<file path="src/rtl/mbe_pkg.sv">
// Shared types, constants and codes for the escape-time evaluator.
package mbe_pkg;

    localparam int COORD_BITS    = 12;
    localparam int FRAC_BITS_DEF = 28;
    localparam int OFF_FRAC      = 28;
    localparam int ZOOM_W        = 24;
    localparam int DIM_W         = 13;
    localparam int ITER_W        = 16;
    localparam int CFG_IDX_W     = 3;
    localparam int CFG_DATA_W    = 32;
    localparam int DIV_W         = ZOOM_W + DIM_W;
    localparam int NUM_W         = COORD_BITS + 2;
    localparam int NUM_SHIFT     = 11;

    localparam logic [ZOOM_W-1:0]            ZOOM_RST   = 24'd65536;
    localparam logic signed [CFG_DATA_W-1:0] OFFR_RST   = -32'sd134217728;
    localparam logic signed [CFG_DATA_W-1:0] OFFI_RST   = 32'sd0;
    localparam logic [DIM_W-1:0]             WIDTH_RST  = 13'd1024;
    localparam logic [DIM_W-1:0]             HEIGHT_RST = 13'd1024;
    localparam logic [ITER_W-1:0]            LIMIT_RST  = 16'd128;

    typedef enum logic [CFG_IDX_W-1:0] {
        REG_ZOOM   = 3'd0,
        REG_OFFR   = 3'd1,
        REG_OFFI   = 3'd2,
        REG_WIDTH  = 3'd3,
        REG_HEIGHT = 3'd4,
        REG_LIMIT  = 3'd5
    } cfg_idx_t;

    typedef enum logic [3:0] {
        ST_IDLE,
        ST_PREP,
        ST_DLOAD,
        ST_DIV,
        ST_MAP,
        ST_START,
        ST_MUL1,
        ST_MUL2,
        ST_UPD,
        ST_FIN
    } state_t;

    typedef struct packed {
        logic [COORD_BITS-1:0] pixel_x;
        logic [COORD_BITS-1:0] pixel_y;
    } in_t;

    typedef struct packed {
        logic [COORD_BITS-1:0] out_x;
        logic [COORD_BITS-1:0] out_y;
        logic [ITER_W-1:0]     iteration_count;
        logic                  inside_set;
    } out_t;

    typedef struct packed {
        logic capture;
        logic prep;
        logic div_load;
        logic div_step;
        logic map_done;
        logic update;
        logic first;
        logic check;
        logic out_load;
    } ctrl_cmd_t;

    typedef struct packed {
        logic escape;
        logic last;
        logic limit_zero;
    } dp_status_t;

endpackage

</file>
<file path="src/rtl/mbe_ctrl.sv">
// Controller state machine: sequences mapping, division, iteration and result hand-off.
module mbe_ctrl #(
    parameter int FRAC_BITS = mbe_pkg::FRAC_BITS_DEF
) (
    input  logic                aclk,
    input  logic                aresetn,
    input  logic                s_valid,
    output logic                s_ready,
    output logic                m_valid,
    input  logic                m_ready,
    input  mbe_pkg::dp_status_t st,
    output mbe_pkg::ctrl_cmd_t  cmd
);
    import mbe_pkg::*;

    localparam int QB    = FRAC_BITS + 5;
    localparam int CNT_W = $clog2(QB);

    state_t           state_reg, state_next;
    logic [CNT_W-1:0] div_cnt_reg, div_cnt_next;
    logic             m_valid_reg, m_valid_next;
    logic             out_free;

    assign out_free = !m_valid_reg || m_ready;

    always_comb begin
        state_next   = state_reg;
        div_cnt_next = div_cnt_reg;
        unique case (state_reg)
            ST_IDLE:  if (s_valid) state_next = ST_PREP;
            ST_PREP:  state_next = ST_DLOAD;
            ST_DLOAD: begin
                state_next   = ST_DIV;
                div_cnt_next = CNT_W'(QB - 1);
            end
            ST_DIV: begin
                if (div_cnt_reg == '0) begin
                    state_next = ST_MAP;
                end else begin
                    div_cnt_next = div_cnt_reg - 1'b1;
                end
            end
            ST_MAP:   state_next = st.limit_zero ? ST_FIN : ST_START;
            ST_START: state_next = ST_MUL1;
            ST_MUL1:  state_next = ST_MUL2;
            ST_MUL2:  state_next = ST_UPD;
            ST_UPD:   state_next = (st.escape || st.last) ? ST_FIN : ST_MUL1;
            ST_FIN:   if (out_free) state_next = ST_IDLE;
            default:  state_next = ST_IDLE;
        endcase
    end

    always_comb begin
        cmd     = '0;
        s_ready = 1'b0;
        unique case (state_reg)
            ST_IDLE: begin
                s_ready     = 1'b1;
                cmd.capture = s_valid;
            end
            ST_PREP:  cmd.prep     = 1'b1;
            ST_DLOAD: cmd.div_load = 1'b1;
            ST_DIV:   cmd.div_step = 1'b1;
            ST_MAP:   cmd.map_done = 1'b1;
            ST_START: begin
                cmd.update = 1'b1;
                cmd.first  = 1'b1;
            end
            ST_UPD: begin
                cmd.update = 1'b1;
                cmd.check  = 1'b1;
            end
            ST_FIN:   cmd.out_load = out_free;
            default: ;
        endcase
    end

    always_comb begin
        if (cmd.out_load) begin
            m_valid_next = 1'b1;
        end else if (m_ready) begin
            m_valid_next = 1'b0;
        end else begin
            m_valid_next = m_valid_reg;
        end
    end

    always_ff @(posedge aclk) begin
        if (!aresetn) begin
            state_reg   <= ST_IDLE;
            div_cnt_reg <= '0;
            m_valid_reg <= 1'b0;
        end else begin
            state_reg   <= state_next;
            div_cnt_reg <= div_cnt_next;
            m_valid_reg <= m_valid_next;
        end
    end

    assign m_valid = m_valid_reg;

    a_load_free: assert property (@(posedge aclk) disable iff (!aresetn)
        cmd.out_load |-> (!m_valid_reg || m_ready))
        else $error("result register overwritten before transfer");

    a_stop: assert property (@(posedge aclk) disable iff (!aresetn)
        (state_reg == ST_UPD && (st.escape || st.last)) |=> (state_reg == ST_FIN))
        else $error("iteration did not stop on escape or limit");

    a_div_end: assert property (@(posedge aclk) disable iff (!aresetn)
        (state_reg == ST_DIV && div_cnt_reg == '0) |=> (state_reg == ST_MAP))
        else $error("division did not end after its last step");

    a_busy: assert property (@(posedge aclk) disable iff (!aresetn)
        s_ready |-> !(cmd.update || cmd.div_step || cmd.map_done))
        else $error("datapath advanced while idle");

endmodule

</file>
<file path="config.mk">
export PLATFORM = sky130hd
export DESIGN_NAME = mbe_ctrl
export DESIGN_NICKNAME = d
export VERILOG_FILES = /design/src/rtl/mbe_pkg.sv /design/src/rtl/mbe_ctrl.sv
export SDC_FILE = /design/constraint.sdc
export NUM_CORES = 1
export LEC_CHECK = 0
export ABC_AREA = 1
export BUFFER_PORTS_ARGS = -buffer_cell sky130_fd_sc_hd__buf_2
export CAP_MARGIN = 0
export CORE_MARGIN = 2
export CORE_UTILIZATION = 50
export DETAILED_ROUTE_END_ITERATION = 7
export PLACE_DENSITY = 0.85
export SLEW_MARGIN = 0
export SYNTH_ARGS = -nofsm -noshare
export SYNTH_HDL_FRONTEND = slang
export SYNTH_SLANG_ARGS = --single-unit
export TNS_END_PERCENT = 20
</file>
<file path="constraint.sdc">
create_clock -name aclk -period 1.7 [get_ports aclk]
set_input_delay 0.085 -clock aclk [delete_from_list [all_inputs] [get_ports aclk]]
set_output_delay 0.085 -clock aclk [all_outputs]
set_load 0.01 [all_outputs]
</file>
==> impl_metrics.json <==
{
  "grt_max_degree": 10,
  "status": "completed",
  "required_ns": 1.86,
  "io_buffers": 17,
  "multi_input_area_um2": 429.2,
  "crit_buf_inv": 1,
  "syn_area_per_cell_um2": 6.256,
  "min_to": "div_cnt_reg[0]",
  "numClockSinks": 11,
  "grt_pass1_wl_um": 2987,
  "cts_tree": "done",
  "layout_setup_ws_ns": 0.2640,
  "drive_above_1_share_pct": 24.09,
  "cts_setup_buffers": 0,
  "clkLatencyLatePin_ns": 0.27,
  "postRouteAntennaNets": 0,
  "whs_path_depth": 3,
  "finalMaxSlewViolations": 0,
  "max_freq_ghz": 0.6964,
  "layout_commonest_cell": "nor2_1",
  "h-tree-depth": 1,
  "dp_slack_ns": 0.2615,
  "first_iter_violations": 14,
  "synth_top_family_by_area": "simple AND/OR/NAND/NOR gates",
  "clockBufferDepth": 2,
  "max-vdd-ir-drop_mv": 0.4266,
  "largest_reg_flops": 6,
  "setup_viol": 0,
  "timing.rr.end": "div_cnt_reg[1]",
  "path_common_cell": "nand2_4",
  "synth_area_um2": 732.0,
  "fin_tns_setup_ns": 0,
  "fillers": 128,
  "pin_count": 18,
  "grt_pass1_vias": 710,
  "start_util_pct": 54.88,
  "max_cap_violations": 0,
  "die_h_um": 42.26,
  "critical_path.top_delay_family": "simple AND/OR/NAND/NOR gates",
  "worstMarginPinSlew_ns": 0.2928,
  "yosysSeqAreaShare_pct": 30.09,
  "cts-resized-gates": 0,
  "min_path_type": "input port to register",
  "clk_pin_slew_ns": 0.07,
  "hold_violations": 0,
  "crit_path_top_delay_cell": "dfxtp_1",
  "gp_congestion": 0.8642,
  "path_class": "register to register",
  "antenna_found_initial": 0,
  "fin_crit_sh_pct": 84.47,
  "final_cell_mix": "nor2_1, nand2_1, buf_2",
  "worstPathMaxFanout": 8,
  "grt_util_all_layers_pct": 21.28,
  "synthXorXnorAreaFrac_pct": 1.197,
  "totalWireLength_um": 1683,
  "crit_path_end_kind": "register",
  "slew_headroom_pct": 80.43,
  "worstRegToRegCells": 7,
  "cp.arrival_ns": 1.60,
  "hp-start": "aresetn",
  "clock-skew-final_ns": 0.0004392,
  "synth-simple-area-share_pct": 47.52,
  "yosys_warnings": 0,
  "synth_adder_area_share_pct": 1.709,
  "viasPerCell": 5.039,
  "avgRoutedWirePerCell_um": 11.07,
  "coreArea_um2": 1334,
  "rsz0062_at_grt": "false",
  "synth_compound_area_share_pct": 8.205,
  "yosys_register_bits": 11,
  "power.density_nw_per_um2": 902.2,
  "final_nets": 146,
  "place_hpwl_um": 1342,
  "cp_cell_sequence": "inv_1 -> ha_1 -> nand4_1 -> nand2_4 -> nand2_4 -> o21ai_0 -> nor2_1",
  "cts-root-buf": "clkbuf_4",
  "drc": 0,
  "r2r_slack_ns": 0.26,
  "regArea_um2": 220.2,
  "vias": 766,
  "cts_inserted_buffers": 3,
  "die-area_um2": 1786,
  "syn-num-nets": 125,
  "synth_cell_type_count": 23,
  "synth_cells": 117,
  "slowest_delay_ns": 0.32,
  "antenna_cells": 0,
  "cts_hold_buf": 0,
  "synthMuxAreaShare_pct": 0,
  "dr.pass1.iters": 4,
  "fp-row-count": 13,
  "die_x_um": 42.26,
  "start_kind": "register",
  "static-leakage-power_nw": 0.4570,
  "post-route-min-period_ns": 1.436,
  "area_delta_synth_final_pct": 16.75,
  "overflow": 0,
  "r2r-start": "div_cnt_reg[0]"
}
[final cells by class]
cell class	instances	share of cell area (%)
flip-flops and latches	11	25.77
multi-input cells	85	50.22
well taps	15	2.196
inverters	20	8.785
clock buffers	4	3.075
repair buffers	17	9.956
[per-layer routing]
metal	up-vias	GRT usage [%]	share of wire [%]
li1	410	-	-
met1	334	24.15	45
met2	18	39.08	50
met3	4	2.586	3.3
met4	0	9.375	1.2
met5	-	0	0
[report_power, final]
group | total [mW] | switching [mW] | internal, mW
registers | 0.302 | 0.0204 | 0.282
clock network | 0.179 | 0.0878 | 0.0908
logic | 0.290 | 0.186 | 0.104
total | 0.771 | 0.294 | 0.477
[per-stage QoR]
| step | cells | hold WS (ns) | instance area, um2 | utilization [%] | power, mW |
|---|---|---|---|---|---|
| after global placement | 148 | 0.3474 | 828.3 | 62.10 | 0.5826 |
| final | 152 | 0.07444 | 854.6 | 64.07 | 0.7710 |
| after CTS | 152 | 0.06873 | 854.6 | 64.07 | 0.7729 |
| after global routing | 152 | 0.08263 | 854.6 | 64.07 | 0.8273 |
| after floorplan | 117 | 0.2207 | 732.0 | - | 0.5206 |
| after detailed placement | 148 | 0.3489 | 828.3 | 62.10 | 0.5966 |
[logic make-up after synthesis]
family | Yosys count
XOR/XNOR | 1
flip-flops | 11
AND/OR/NAND/NOR | 72
AO/OA/AOI/OAI | 11
adder cells (fa/ha/maj) | 1
buffers and inverters | 21
[cells in the mapped netlist, drive strengths merged]
cell	number	area share, %
o211ai	1	1.0
a31oi	1	0.86
inv	19	9.7
xnor2	1	1.2
nor2	28	18
nand4	3	2.6
clkinv	1	0.51
nor3	3	2.7
buf	1	1.0
a21oi	5	3.4
nand2	26	16
nand3	12	8.2
dfxtp	11	30
ha	1	1.7
o22ai	1	0.86
o21ai	3	2.1
[worst max-delay path by stage]
stage	end	from	slack (ns)	cells after the start
after floorplan	div_cnt_reg[0]	div_cnt_reg[0]	0.43	7
after global placement	div_cnt_reg[0]	div_cnt_reg[0]	0.37	7
after detailed placement	div_cnt_reg[1]	div_cnt_reg[0]	0.26	7
after CTS	div_cnt_reg[1]	div_cnt_reg[0]	0.25	7
after global routing	div_cnt_reg[1]	div_cnt_reg[0]	0.10	7
final	div_cnt_reg[1]	div_cnt_reg[0]	0.26	7
[tightest hold or removal path, delay by kind of cell]
family	cells	cell delay, ns
AOI/OAI and AO/OA	1	0.07
buffers and inverters	1	0.11
and+or+nand+nor	1	0.04
(Power assumes the default switching activity.)
